[src/hdl/wspf_pkg.sv]
// ----------------------------------------------------------------------------
// wspf_pkg
// Widths, constants, register indexes and handshake structs of the wheel
// speed controller.
// ----------------------------------------------------------------------------
package wspf_pkg;

  localparam int FIELD_W     = 24;
  localparam int GAIN_W      = 16;
  localparam int LIMIT_W     = 23;
  localparam int CFG_IDX_W   = 3;
  localparam int CFG_DATA_W  = 23;

  // Serial multiplier: signed multiplicand, unsigned multiplier.
  localparam int MUL_A_W     = 25;
  localparam int MUL_B_W     = 16;
  localparam int PROD_W      = MUL_A_W + MUL_B_W + 1;
  localparam int SUM_W       = 44;

  // Serial divider by a small constant.
  localparam int DIV_NUM_W   = 32;
  localparam int DIV_DEN_W   = 7;

  localparam int DERIV_W     = 12;
  localparam int DERIV_MAG_W = DERIV_W - 1;
  localparam int OUT_SHIFT   = 8;

  localparam logic signed [FIELD_W-1:0] SMALL_TARGET_MAX = 24'sd25;
  localparam logic [DIV_DEN_W-1:0] INT_DIVISOR   = 7'd100;
  localparam logic [DIV_DEN_W-1:0] DERIV_DIVISOR = 7'd10;
  localparam logic [7:0] INT_HALF   = 8'd50;
  localparam logic [7:0] DERIV_HALF = 8'd5;
  localparam logic [7:0] OUT_HALF   = 8'd128;
  localparam logic [MUL_B_W-1:0] DECAY_COEF = 16'd9;
  localparam logic [MUL_B_W-1:0] DIFF_SCALE = 16'd100;
  localparam logic [MUL_B_W-1:0] DZ_SCALE   = 16'd256;
  localparam logic [DERIV_MAG_W-1:0] DERIV_LIMIT = 11'd1280;

  localparam logic [LIMIT_W-1:0] DRIVE_LIMIT_RST    = 23'd23040;
  localparam logic [LIMIT_W-1:0] INTEGRAL_LIMIT_RST = 23'd76800;

  typedef enum logic [CFG_IDX_W-1:0] {
    REG_GAIN_P          = 3'd0,
    REG_GAIN_I          = 3'd1,
    REG_GAIN_D          = 3'd2,
    REG_DRIVE_LIMIT     = 3'd3,
    REG_INTEGRAL_LIMIT  = 3'd4,
    REG_DEADZONE_OFFSET = 3'd5,
    REG_FF_SLOPE        = 3'd6
  } cfg_reg_t;

  typedef struct packed {
    logic                 start;
    logic [DIV_DEN_W-1:0] den;
  } div_req_t;

  typedef struct packed {
    logic               start;
    logic [MUL_B_W-1:0] mult;
  } mul_req_t;

endpackage

[src/hdl/wspf_div.sv]
// ----------------------------------------------------------------------------
// wspf_div
// Restoring divider of an unsigned numerator by a small divisor, one
// quotient bit per cycle, MSB first.
// ----------------------------------------------------------------------------
module wspf_div #(
  parameter int NUM_W = wspf_pkg::DIV_NUM_W
) (
  input  logic                clk,
  input  logic                rst,
  input  wspf_pkg::div_req_t  req,
  input  logic [NUM_W-1:0]    num,
  output logic                done,
  output logic [NUM_W-1:0]    quot
);

  localparam int CNT_W = (NUM_W > 1) ? $clog2(NUM_W) : 1;
  localparam int DW    = wspf_pkg::DIV_DEN_W;

  logic             busy;
  logic [CNT_W-1:0] cnt;
  logic [DW-1:0]    den;
  logic [DW-1:0]    rem;
  logic [NUM_W-1:0] shreg;
  logic [DW:0]      trial;
  logic [DW:0]      diff;
  logic             fits;

  // The partial remainder stays below the divisor, so the trial value
  // needs only one bit more than the divisor.
  assign trial = {rem, shreg[NUM_W-1]};
  assign fits  = (trial >= {1'b0, den});
  assign diff  = trial - {1'b0, den};
  assign quot  = shreg;

  always_ff @(posedge clk) begin
    if (rst) begin
      busy <= 1'b0;
      done <= 1'b0;
      cnt  <= '0;
    end else begin
      done <= 1'b0;
      if (req.start) begin
        busy <= 1'b1;
        cnt  <= '0;
      end else if (busy) begin
        cnt <= cnt + 1'b1;
        if (cnt == CNT_W'(NUM_W - 1)) begin
          busy <= 1'b0;
          done <= 1'b1;
        end
      end
    end
  end

  always_ff @(posedge clk) begin
    if (req.start) begin
      den   <= req.den;
      rem   <= '0;
      shreg <= num;
    end else if (busy) begin
      rem   <= fits ? diff[DW-1:0] : trial[DW-1:0];
      shreg <= {shreg[NUM_W-2:0], fits};
    end
  end

endmodule

[src/hdl/wspf_mul.sv]
// ----------------------------------------------------------------------------
// wspf_mul
// Shift-add multiplier: signed multiplicand times unsigned multiplier,
// one multiplier bit per cycle, LSB first.
// ----------------------------------------------------------------------------
module wspf_mul #(
  parameter int A_W = wspf_pkg::MUL_A_W
) (
  input  logic                                     clk,
  input  logic                                     rst,
  input  wspf_pkg::mul_req_t                       req,
  input  logic signed [A_W-1:0]                    a,
  output logic                                     done,
  output logic signed [A_W+wspf_pkg::MUL_B_W:0]    prod
);

  localparam int BW    = wspf_pkg::MUL_B_W;
  localparam int CNT_W = (BW > 1) ? $clog2(BW) : 1;

  logic                    busy;
  logic [CNT_W-1:0]        cnt;
  logic signed [A_W-1:0]   mcand;
  logic signed [A_W:0]     hi;
  logic signed [A_W:0]     hsum;
  logic [BW-1:0]           lo;

  // The upper half gains the multiplicand when the current multiplier bit
  // is set, then the whole product shifts right arithmetically.
  assign hsum = lo[0] ? (hi + {mcand[A_W-1], mcand}) : hi;
  assign prod = {hi, lo};

  always_ff @(posedge clk) begin
    if (rst) begin
      busy <= 1'b0;
      done <= 1'b0;
      cnt  <= '0;
    end else begin
      done <= 1'b0;
      if (req.start) begin
        busy <= 1'b1;
        cnt  <= '0;
      end else if (busy) begin
        cnt <= cnt + 1'b1;
        if (cnt == CNT_W'(BW - 1)) begin
          busy <= 1'b0;
          done <= 1'b1;
        end
      end
    end
  end

  always_ff @(posedge clk) begin
    if (req.start) begin
      mcand <= a;
      hi    <= '0;
      lo    <= req.mult;
    end else if (busy) begin
      hi <= {hsum[A_W], hsum[A_W:1]};
      lo <= {hsum[0], lo[BW-1:1]};
    end
  end

endmodule

[src/hdl/wheel_speed_pid_feedforward_top.sv]
// ----------------------------------------------------------------------------
// wheel_speed_pid_feedforward_top
// Wheel speed PID controller with feedforward, fixed point.
// ----------------------------------------------------------------------------
// Each input word carries a target and a measured speed (signed Q15.8) and
// produces one drive word (signed Q15.8), clamped to plus or minus the drive
// limit. The block works on one word at a time: a new word is taken only
// when the previous one has left the datapath, but a finished drive word
// waits in an output register, so the next word can enter while it is still
// unclaimed. The time from one accepted word to the earliest next accept
// is shorter when the target is small (magnitude 25 raw or less) than
// when it is large, provided the drive register is free when the result
// is ready. The time is set by the two shared serial units: the divider
// yields one quotient bit a cycle (in each of the two divisions, by 100
// and by 10), and the multiplier consumes one multiplier bit a cycle
// (five products for a small target and seven for a large one).
// Configuration registers may be written at any time the block is idle;
// writes to index 7 are ignored.
module wheel_speed_pid_feedforward_top (
  input  logic                               clk,
  input  logic                               rst,
  // Input words.
  input  logic                               s_axis_tvalid,
  output logic                               s_axis_tready,
  input  logic [2*wspf_pkg::FIELD_W-1:0]     s_axis_tdata,  // target, measured
  // Drive words.
  output logic                               m_axis_tvalid,
  input  logic                               m_axis_tready,
  output logic [wspf_pkg::FIELD_W-1:0]       m_axis_tdata,  // drive
  // Register writes.
  input  logic                               cfg_wr_en,
  input  logic [wspf_pkg::CFG_IDX_W-1:0]     cfg_index,
  input  logic [wspf_pkg::CFG_DATA_W-1:0]    cfg_data
);

  localparam int FW     = wspf_pkg::FIELD_W;
  localparam int GW     = wspf_pkg::GAIN_W;
  localparam int LW     = wspf_pkg::LIMIT_W;
  localparam int AW     = wspf_pkg::MUL_A_W;
  localparam int PW     = wspf_pkg::PROD_W;
  localparam int SW     = wspf_pkg::SUM_W;
  localparam int NW     = wspf_pkg::DIV_NUM_W;
  localparam int DRW    = wspf_pkg::DERIV_W;
  localparam int DMW    = wspf_pkg::DERIV_MAG_W;
  localparam int OMW    = SW - wspf_pkg::OUT_SHIFT;

  // Sequencer states.
  typedef enum logic [11:0] {
    ST_IDLE   = 12'h001,
    ST_ERR    = 12'h002,
    ST_IPREP  = 12'h004,
    ST_IDIV   = 12'h008,
    ST_IACC   = 12'h010,
    ST_MLOAD  = 12'h020,
    ST_MUL    = 12'h040,
    ST_DPREP  = 12'h080,
    ST_DDIV   = 12'h100,
    ST_DCLAMP = 12'h200,
    ST_RND    = 12'h400,
    ST_OUT    = 12'h800
  } state_t;

  // Which product the multiplier is working on.
  typedef enum logic [2:0] {
    T_DECAY = 3'd0,
    T_DIFF  = 3'd1,
    T_P     = 3'd2,
    T_I     = 3'd3,
    T_D     = 3'd4,
    T_FF    = 3'd5,
    T_DZ    = 3'd6
  } term_t;

  // Configuration registers.
  logic [GW-1:0] gain_p;
  logic [GW-1:0] gain_i;
  logic [GW-1:0] gain_d;
  logic [LW-1:0] drive_limit;
  logic [LW-1:0] integral_limit;
  logic [GW-1:0] deadzone_offset;
  logic [GW-1:0] ff_slope;

  // Control and loop state.
  state_t                 state;
  term_t                  term;
  logic                   out_valid;
  logic signed [FW-1:0]   integ;
  logic signed [FW-1:0]   prev_err;
  logic signed [DRW-1:0]  deriv;

  // Per-word working registers.
  logic signed [FW-1:0]   target;
  logic signed [FW-1:0]   measured;
  logic signed [FW-1:0]   err;
  logic                   big_target;
  logic                   sign_neg;
  logic signed [SW-1:0]   sum;
  logic [SW-1:0]          omag;
  logic [FW-1:0]          out_data;

  // Combinational datapath.
  logic signed [FW:0]     raw_diff;
  logic signed [FW-1:0]   err_sat;
  logic                   big_now;
  logic signed [SW-1:0]   rnd_src;
  logic [7:0]             rnd_half;
  logic                   rnd_neg;
  logic [SW-1:0]          rnd_mag;
  logic signed [FW:0]     iq;
  logic signed [FW:0]     isum;
  logic signed [FW:0]     ilim;
  logic signed [FW-1:0]   integ_new;
  logic [DMW-1:0]         dmag;
  logic signed [DRW-1:0]  deriv_new;
  logic [OMW-1:0]         omag_q;
  logic [LW-1:0]          cmag;
  logic [FW-1:0]          drive;
  logic                   out_load;
  logic signed [AW-1:0]   dz_ext;

  // Serial unit hookup.
  wspf_pkg::div_req_t     div_req;
  logic [NW-1:0]          div_num;
  logic                   div_done;
  logic [NW-1:0]          div_quot;
  wspf_pkg::mul_req_t     mul_req;
  logic signed [AW-1:0]   mul_a;
  logic                   mul_done;
  logic signed [PW-1:0]   prod;

  assign s_axis_tready = (state == ST_IDLE);
  assign m_axis_tvalid = out_valid;
  assign m_axis_tdata  = out_data;

  // Error is target minus measured, saturated to the field width.
  assign raw_diff = {target[FW-1], target} - {measured[FW-1], measured};
  always_comb begin
    if (raw_diff[FW] != raw_diff[FW-1]) begin
      err_sat = raw_diff[FW] ? {1'b1, {(FW-1){1'b0}}} : {1'b0, {(FW-1){1'b1}}};
    end else begin
      err_sat = raw_diff[FW-1:0];
    end
  end

  // Feedforward and the integral both hinge on this threshold.
  assign big_now = (target > wspf_pkg::SMALL_TARGET_MAX) ||
                   (target < -wspf_pkg::SMALL_TARGET_MAX);

  // One shared adder forms magnitude plus half the divisor, which turns the
  // floor division of a magnitude into round-half-away-from-zero.
  always_comb begin
    if (state == ST_IPREP) begin
      rnd_src  = {{(SW-FW){err[FW-1]}}, err};
      rnd_half = wspf_pkg::INT_HALF;
    end else if (state == ST_DPREP) begin
      rnd_src  = sum;
      rnd_half = wspf_pkg::DERIV_HALF;
    end else begin
      rnd_src  = sum;
      rnd_half = wspf_pkg::OUT_HALF;
    end
  end
  assign rnd_neg = rnd_src[SW-1];
  assign rnd_mag = (rnd_neg ? ~rnd_src : rnd_src) +
                   {{(SW-8){1'b0}}, rnd_neg ? (rnd_half + 8'd1) : rnd_half};

  assign div_req.start = (state == ST_IPREP) || (state == ST_DPREP);
  assign div_req.den   = (state == ST_IPREP) ? wspf_pkg::INT_DIVISOR
                                             : wspf_pkg::DERIV_DIVISOR;
  assign div_num       = rnd_mag[NW-1:0];

  wspf_div #(
    .NUM_W (NW)
  ) u_div (
    .clk  (clk),
    .rst  (rst),
    .req  (div_req),
    .num  (div_num),
    .done (div_done),
    .quot (div_quot)
  );

  // Operand selection for each product of the derivative filter and the
  // output sum.
  assign dz_ext = {{(AW-GW){1'b0}}, deadzone_offset};
  always_comb begin
    mul_req.start = (state == ST_MLOAD);
    case (term)
      T_DECAY: begin
        mul_a        = {{(AW-DRW){deriv[DRW-1]}}, deriv};
        mul_req.mult = wspf_pkg::DECAY_COEF;
      end
      T_DIFF: begin
        mul_a        = {err[FW-1], err} - {prev_err[FW-1], prev_err};
        mul_req.mult = wspf_pkg::DIFF_SCALE;
      end
      T_P: begin
        mul_a        = {{(AW-FW){err[FW-1]}}, err};
        mul_req.mult = gain_p;
      end
      T_I: begin
        mul_a        = {{(AW-FW){integ[FW-1]}}, integ};
        mul_req.mult = gain_i;
      end
      T_D: begin
        mul_a        = {{(AW-DRW){deriv[DRW-1]}}, deriv};
        mul_req.mult = gain_d;
      end
      T_FF: begin
        mul_a        = {{(AW-FW){target[FW-1]}}, target};
        mul_req.mult = ff_slope;
      end
      T_DZ: begin
        mul_a        = target[FW-1] ? -dz_ext : dz_ext;
        mul_req.mult = wspf_pkg::DZ_SCALE;
      end
      default: begin
        mul_a        = '0;
        mul_req.mult = '0;
      end
    endcase
  end

  wspf_mul #(
    .A_W (AW)
  ) u_mul (
    .clk  (clk),
    .rst  (rst),
    .req  (mul_req),
    .a    (mul_a),
    .done (mul_done),
    .prod (prod)
  );

  // Integral update: add the signed quotient, then clamp symmetrically.
  assign iq   = {1'b0, div_quot[FW-1:0]};
  assign isum = {integ[FW-1], integ} + (sign_neg ? -iq : iq);
  assign ilim = {2'b00, integral_limit};
  always_comb begin
    if (isum > ilim) begin
      integ_new = ilim[FW-1:0];
    end else if (isum < -ilim) begin
      integ_new = FW'(-ilim);
    end else begin
      integ_new = isum[FW-1:0];
    end
  end

  // Filtered derivative: clamp the quotient magnitude, then restore sign.
  assign dmag      = (div_quot > {{(NW-DMW){1'b0}}, wspf_pkg::DERIV_LIMIT})
                     ? wspf_pkg::DERIV_LIMIT : div_quot[DMW-1:0];
  assign deriv_new = sign_neg ? -{1'b0, dmag} : {1'b0, dmag};

  // Drive: rounded magnitude shifted to Q.8, clamped, then signed.
  assign omag_q = omag[SW-1:wspf_pkg::OUT_SHIFT];
  assign cmag   = (omag_q > {{(OMW-LW){1'b0}}, drive_limit})
                  ? drive_limit : omag_q[LW-1:0];
  assign drive  = sign_neg ? -{1'b0, cmag} : {1'b0, cmag};

  assign out_load = (state == ST_OUT) && (!out_valid || m_axis_tready);

  // Control, configuration and loop state.
  always_ff @(posedge clk) begin
    if (rst) begin
      state           <= ST_IDLE;
      term            <= T_DECAY;
      out_valid       <= 1'b0;
      integ           <= '0;
      prev_err        <= '0;
      deriv           <= '0;
      gain_p          <= '0;
      gain_i          <= '0;
      gain_d          <= '0;
      drive_limit     <= wspf_pkg::DRIVE_LIMIT_RST;
      integral_limit  <= wspf_pkg::INTEGRAL_LIMIT_RST;
      deadzone_offset <= '0;
      ff_slope        <= '0;
    end else begin
      if (cfg_wr_en) begin
        case (cfg_index)
          wspf_pkg::REG_GAIN_P:          gain_p          <= cfg_data[GW-1:0];
          wspf_pkg::REG_GAIN_I:          gain_i          <= cfg_data[GW-1:0];
          wspf_pkg::REG_GAIN_D:          gain_d          <= cfg_data[GW-1:0];
          wspf_pkg::REG_DRIVE_LIMIT:     drive_limit     <= cfg_data[LW-1:0];
          wspf_pkg::REG_INTEGRAL_LIMIT:  integral_limit  <= cfg_data[LW-1:0];
          wspf_pkg::REG_DEADZONE_OFFSET: deadzone_offset <= cfg_data[GW-1:0];
          wspf_pkg::REG_FF_SLOPE:        ff_slope        <= cfg_data[GW-1:0];
          default: ;
        endcase
      end

      // A new drive word fills the output register; otherwise a claimed
      // word empties it.
      if (out_load) begin
        out_valid <= 1'b1;
      end else if (m_axis_tready) begin
        out_valid <= 1'b0;
      end

      case (state)
        ST_IDLE: begin
          if (s_axis_tvalid) begin
            state <= ST_ERR;
          end
        end
        ST_ERR: begin
          // A small target restarts the integral from zero.
          if (!big_now) begin
            integ <= '0;
          end
          state <= ST_IPREP;
        end
        ST_IPREP: begin
          state <= ST_IDIV;
        end
        ST_IDIV: begin
          if (div_done) begin
            state <= ST_IACC;
          end
        end
        ST_IACC: begin
          integ <= integ_new;
          term  <= T_DECAY;
          state <= ST_MLOAD;
        end
        ST_MLOAD: begin
          state <= ST_MUL;
        end
        ST_MUL: begin
          if (mul_done) begin
            case (term)
              T_DECAY: begin
                term  <= T_DIFF;
                state <= ST_MLOAD;
              end
              T_DIFF: begin
                state <= ST_DPREP;
              end
              T_P: begin
                term  <= T_I;
                state <= ST_MLOAD;
              end
              T_I: begin
                term  <= T_D;
                state <= ST_MLOAD;
              end
              T_D: begin
                if (big_target) begin
                  term  <= T_FF;
                  state <= ST_MLOAD;
                end else begin
                  state <= ST_RND;
                end
              end
              T_FF: begin
                term  <= T_DZ;
                state <= ST_MLOAD;
              end
              default: begin
                state <= ST_RND;
              end
            endcase
          end
        end
        ST_DPREP: begin
          state <= ST_DDIV;
        end
        ST_DDIV: begin
          if (div_done) begin
            state <= ST_DCLAMP;
          end
        end
        ST_DCLAMP: begin
          deriv    <= deriv_new;
          prev_err <= err;
          term     <= T_P;
          state    <= ST_MLOAD;
        end
        ST_RND: begin
          state <= ST_OUT;
        end
        ST_OUT: begin
          // Wait here while the previous drive word is still unclaimed.
          if (out_load) begin
            state <= ST_IDLE;
          end
        end
        default: begin
          state <= ST_IDLE;
        end
      endcase
    end
  end

  // Per-word datapath registers.
  always_ff @(posedge clk) begin
    if ((state == ST_IDLE) && s_axis_tvalid) begin
      target   <= s_axis_tdata[FW-1:0];
      measured <= s_axis_tdata[2*FW-1:FW];
    end
    if (state == ST_ERR) begin
      err        <= err_sat;
      big_target <= big_now;
    end
    if ((state == ST_IPREP) || (state == ST_DPREP)) begin
      sign_neg <= rnd_neg;
    end
    if ((state == ST_IACC) || (state == ST_DCLAMP)) begin
      sum <= '0;
    end else if ((state == ST_MUL) && mul_done) begin
      sum <= sum + {{(SW-PW){prod[PW-1]}}, prod};
    end
    if (state == ST_RND) begin
      omag     <= rnd_mag;
      sign_neg <= rnd_neg;
    end
    if (out_load) begin
      out_data <= drive;
    end
  end

endmodule

[config.mk]
export PLATFORM = sky130hd
export DESIGN_NAME = wheel_speed_pid_feedforward_top
export DESIGN_NICKNAME = d
export VERILOG_FILES = /design/src/hdl/wspf_pkg.sv /design/src/hdl/wspf_div.sv /design/src/hdl/wspf_mul.sv /design/src/hdl/wheel_speed_pid_feedforward_top.sv
export SDC_FILE = /design/constraint.sdc
export NUM_CORES = 2
export LEC_CHECK = 0
export ABC_AREA = 1
export BUFFER_PORTS_ARGS = -buffer_cell sky130_fd_sc_hd__buf_4
export CAP_MARGIN = 5
export CORE_UTILIZATION = 40
export CTS_CLUSTER_DIAMETER = 120
export CTS_CLUSTER_SIZE = 20
export DETAILED_ROUTE_END_ITERATION = 8
export GPL_TIMING_DRIVEN = 0
export SLEW_MARGIN = 20
export SYNTH_ARGS = -nofsm -noshare
export SYNTH_HDL_FRONTEND = slang
export SYNTH_SLANG_ARGS = --single-unit
[constraint.sdc]
create_clock -name clk -period 10.7 [get_ports clk]
set_input_delay 2.14 -clock clk [delete_from_list [all_inputs] [get_ports clk]]
set_output_delay 2.14 -clock clk [all_outputs]
set_load 0.02 [all_outputs]
* After elaboration in Yosys (flattened, before gate mapping)
Index checks and enable logic that the tools add are counted.
** Cells by class
- $add $sub $neg :: 15
- $lt $le $gt $ge :: 7
- Equality and inequality tests :: 35
- Muxes and demuxes :: 50
- Bitwise gates (word level) :: 3
- Reduce and logical (&&, ||, !) cells :: 33
** Operator list (number)
- $pmux 25 s6 :: 1
- $pmux 12 s11 :: 1
- $mux 24 :: 5
- $pmux 16 s7 :: 1
- $mux 44 :: 2
- $mux 12 :: 6
- $mux 32 :: 2
- $mux 25 :: 2
- $sub 24x24->25 :: 2
- $pmux 24 s2 :: 1
- $mux 23 :: 2
- $add 44x44->44 :: 1
- $add 44x8->44 :: 1
- $not 44->44 :: 1
- $gt 36x23->1 :: 1
- $pmux 11 s3 :: 1
- $gt 32x11->1 const B :: 1
- $mux 16 :: 2
- $add 25x25->26 :: 1
- $mux 26 :: 1
- $add 25x25->25 :: 1
- $gt 25x24->1 :: 1
- $lt 25x25->1 :: 1
- $neg 16->25 :: 1
- 53 further kinds :: 104
** Storage, ports and cells
- Register bits :: 513
- Bits of input ports :: 79
- Output and inout port bits :: 26
- Word-level logic and storage cells :: 177

* Longest topological paths before layout
- Word-level depth :: 7
- Depth in mapped cells :: 41
- Gate-level depth less buffers :: 40

* Cells and area by module
A second synthesis with hierarchy kept.
** Second synthesis, totals
- Cells, all modules :: 5019
- Area total of the unflattened synthesis :: 35399.0 µm²
** Modules (own cells, without submodules)
- wheel_speed_pid_feedforward_top :: times used 1, cells an instance 4046, area an instance 28170.8 µm²
- wspf_mul :: times used 1, cells an instance 676, area an instance 4619.4 µm²
- wspf_div :: times used 1, cells an instance 297, area an instance 2608.8 µm²

* Worst setup path before layout
No wires, ideal clock.
- Path type :: register -> register
- Start point :: register state[2]
- End point :: register state[0]
- Library setup time :: 125 ps
- Arrival time :: 4998 ps
- Path slack :: 5577 ps
- Stages on the path, launching flop included :: 13
- Buffers on the path :: 0
- Clock period less this slack :: 5123 ps
- Path through :: dfxtp_1 nor2_1 inv_1 nor2_1 inv_1 nor2_1 inv_1 nor4_1 inv_1 nand2_1 o41ai_1 o21ai_0 nand2_1
** Between the ends
- Word-level cells in the longest chain between the ends :: 4
- Elaborated cells between the ends (all ways) :: 21
** RTL lines
- start, declared :: line wheel_speed_pid_feedforward_top.sv:84 : state_t state;
- start signal, assigned :: line wheel_speed_pid_feedforward_top.sv:265 : state <= ST_IDLE;
- start signal, assigned :: line wheel_speed_pid_feedforward_top.sv:303 : state <= ST_ERR;
- start signal, assigned :: line wheel_speed_pid_feedforward_top.sv:311 : state <= ST_IPREP;
- $eq 12x12->1 :: line wheel_speed_pid_feedforward_top.sv:260, wheel_speed_pid_feedforward_top.sv:300
- $logic_and 1x1->1 :: line wheel_speed_pid_feedforward_top.sv:260 : assign out_load = (state == ST_OUT) && (!out_valid || m_axis_tready);
- $ne 2x2->1 (no line)
- $reduce_and 5->1 (no line)
Several ways; a longest one is shown, not always the timed one.
A chain may end at the register's enable or synchronous reset.

* Worst setup path after layout
- Start point :: register u_div.shreg[0], in the netlist u_div.quot[0]
- End point :: register integ[23]
** Between the ends
- Word-level cells in the longest chain between the ends :: 7
- Elaborated cells between the ends (all ways) :: 8
** RTL lines
- start, declared :: line wspf_div.sv:24 : logic [NUM_W-1:0] shreg;
- start signal, assigned :: line wspf_div.sv:60 : shreg <= num;
- start signal, assigned :: line wspf_div.sv:63 : shreg <= {shreg[NUM_W-2:0], fits};
- $neg 24->25 :: line wheel_speed_pid_feedforward_top.sv:237 : assign isum = {integ[FW-1], integ} + (sign_neg ? -iq : iq);
- $mux 25 (*) :: line wheel_speed_pid_feedforward_top.sv:237
- $add 25x25->25 (*) :: line wheel_speed_pid_feedforward_top.sv:237
- $lt 25x25->1 :: line wheel_speed_pid_feedforward_top.sv:242 : end else if (isum < -ilim) begin
- $mux 24 :: line wheel_speed_pid_feedforward_top.sv:242
- $mux 24 (*) :: line wheel_speed_pid_feedforward_top.sv:240 : if (isum > ilim) begin
- $pmux 24 s2 (*) :: line wheel_speed_pid_feedforward_top.sv:300 : case (state)
- end signal, assigned :: line wheel_speed_pid_feedforward_top.sv:322 : integ <= integ_new;
- end, declared :: line wheel_speed_pid_feedforward_top.sv:87 : logic signed [FW-1:0] integ;
Every way passes the cells marked *; elsewhere a longest branch is shown, timed or not.

==> metrics <==
CTS tree=built; grt ovf=0; share of cells above drive strength 1=5.13%; final WL=133000 um; Startpoint Class=flop; post-layout min period=6.91 ns; vias per cell=5.50; Clk pwr share=25.2%; starting density of the core=40.7%; first-pass GRT wire length=197000 um; register area share after synthesis=35.3%; Post-Syn Nets=5106; final setup fails=0; CP required=11.17 ns; Layout fillers=8793; CP arrival=7.38 ns; H-tree depth=1; CP Buf/Inv Count=7; clock-pin transition on the worst setup and hold timing paths=0.10 ns; Multi-input gate area=19200 um2; post-CTS setup buffers=0; die height=295 um; cell class contributing the biggest share of worst-path delay=simple AND/OR/NAND/NOR gates; cts bufs inserted=29; leakage power=16.6 nW; Mapped Cells=4789; io pins=105; Tcrit/Tclk final=64.5%; Core Area=84200 um2; Iteration-0 DRC Markers=3571; P_sw=1.67 mW; Post-DP HPWL=110000 um; design internal power=3.10 mW; CTS root buf=clkbuf_16; Crit Path Class=flop to flop; Cell Area, Synth=34300 um2; largest net degree at the start of global routing=30; Slowest Stage Delay on Critical Path=0.57 ns; count of cell types in the netlist=66; FF+latch area=12100 um2; initial antenna violation count=12; Worst VDD drop=0.155 mV; PD cells=127 nW/um2; Post-synth EDFFs=209; Slowest cell on crit path=edfxtp_1; crit path capture type=flop; max_cap viols=0; post-route cell area=37500 um2; Async S/R FF share, synth=0%; unrepaired setup endpoints after global routing=no; yosys warns=0; Post-CTS Hold Buffers=0; Slew HR=21.1%; num rows=106; Post-DP Area=36700 um2; worst-margin pin slew=1.18 ns; Hold Crit Class=flop to flop; CP max FO=10; clock latency on the worst-skew pair=0.63 ns; Comb pwr share=27.1%; Seq pwr share=47.7%; TritonCTS Sinks=500; gr usage total=30.3%; setup TNS=0 ns; Avg WL per Cell=21.9 um; Reg2Reg Setup Slack=3.79 ns; final hold vios=0; status=finished clean; Critical Path Most Common Cell=nand2_1; die footprint=86900 um2; number of port buffers=103; Placed Instances=6038; drt first pass iters=5; Layout Skew=0.0246 ns; Resize count post-CTS=0; Yosys reg bits=500; area grow syn2layout=9.45%; Top FF cell, synth=dfxtp_1; Switching Share=35.1%; Vias=33500; Syn Area/Cell=7.16 um2; Fmax=145 MHz; drt drc=0; DIE WIDTH=295 um; Final Slew Violations=0; Final Non-Filler Cells=6096; # nets final=5252; Longest Clk Path Bufs=3; vias in the first global route=30800; Post-DRT Antenna Nets=0; GPL Wtd Cong=1.04
==> logic make-up after synthesis <==
logic type	count (synthesis)	synth area share (%)
AOI/OAI and AO/OA	1050	17.0
other	1	0.0109
xor gates and xnor gates	202	5.36
buffers and inverters	785	8.77
and+or+nand+nor	2013	24.7
DFF	500	35.3
adders and majority gates	238	8.84
==> layout make-up <==
cell class	instances	share of cell area (%)
clock inverters	4	0.0734
multi-input cells	3504	51.2
repair buffers	115	2.49
plain buffers	142	1.58
diodes	7	0.0467
inverters	643	6.44
clock buffers	47	2.11
flip-flops and latches	500	32.3
well taps	1134	3.78
==> power groups by stage <==
stage | sequential, mW | combinational, mW | clock [mW]
after floorplan | 2.26 | 0.890 | 0
after global placement | 2.32 | 1.25 | 0
after detailed placement | 2.31 | 1.27 | 0
after CTS | 2.27 | 1.28 | 1.22
after global routing | 2.28 | 1.45 | 1.28
final | 2.27 | 1.29 | 1.20
==> cells in the final DEF (no fill, tap or decap), types with 43 or more instances in the layout <==
cell,synthesis,final
nand4_1,45,45
a21oi_1,390,390
ha_1,231,231
inv_1,629,628
nand2_1,985,984
o21ai_0,427,427
nor3_1,75,74
o211ai_1,43,43
xnor2_1,53,53
nand3_1,300,300
xor2_1,140,140
clkbuf_1,118,135
dfxtp_1,291,291
buf_4,3,108
nor2_1,503,499
edfxtp_1,209,209
==> synthesized netlist by cell type (35+ instances only) <==
master | n | area [um2]
ha_1 | 231 | 2890
a221oi_1 | 35 | 307
clkbuf_1 | 118 | 443
nor3_1 | 75 | 375
dfxtp_1 | 291 | 5830
nand3_1 | 300 | 1500
xnor2_1 | 53 | 464
o21ai_0 | 427 | 2140
edfxtp_1 | 209 | 6280
inv_1 | 629 | 2360
nand2_1 | 985 | 3700
nand4_1 | 45 | 282
nor2_1 | 503 | 1890
a21oi_1 | 390 | 1950
xor2_1 | 140 | 1230
o211ai_1 | 43 | 323
==> layer usage <==
| layer | global-route usage, % | vias to the layer above | share of wire (%) |
|---|---|---|---|
| met1 | 42.1 | 15700 | 44 |
| met3 | 3.43 | 208 | 7.5 |
| met2 | 48.2 | 1290 | 44 |
| li1 | - | 16300 | - |
| met4 | 11.6 | 8 | 4.1 |
| met5 | 0 | - | 0.041 |
==> final timing paths <==
check,startpoint,end,cells after the start
worst max-delay path,u_div.quot[0],integ[23],36
worst min-delay path,gain_d[8],gain_d[8],2
worst max register to register,u_div.quot[0],integ[23],36
worst min register to register,gain_d[8],gain_d[8],2
==> sequential cells by signal (all words and copies together) (netlist names), 23 cells and up <==
name and flops:
u_div.quot 32, drive_limit 23, u_mul.hi 25, integral_limit 23, target 24, omag 36
err 24, sum 44, measured 24, u_mul.mcand 25, m_axis_tdata 24, prev_err 24
integ 24
==> through the flow <==
| step | util (%) | power, mW | setup slack [ns] | hold WS, ns |
|---|---|---|---|---|
| after floorplan | - | 3.15 | 5.58 | 0.425 |
| after global placement | 43.3 | 3.57 | 3.11 | 0.442 |
| after detailed placement | 43.5 | 3.59 | 4.04 | 0.448 |
| after CTS | 44.5 | 4.77 | 4.01 | 0.461 |
| after global routing | 44.5 | 5.01 | 3.23 | 0.477 |
| final | 44.5 | 4.77 | 3.79 | 0.460 |
==> worst min-delay path, cell delays in order, from the launching register on <==
cell	delay, ns
dfxtp_1	0.30
inv_1	0.06
a21oi_1	0.06
(Power assumes the default switching activity.)
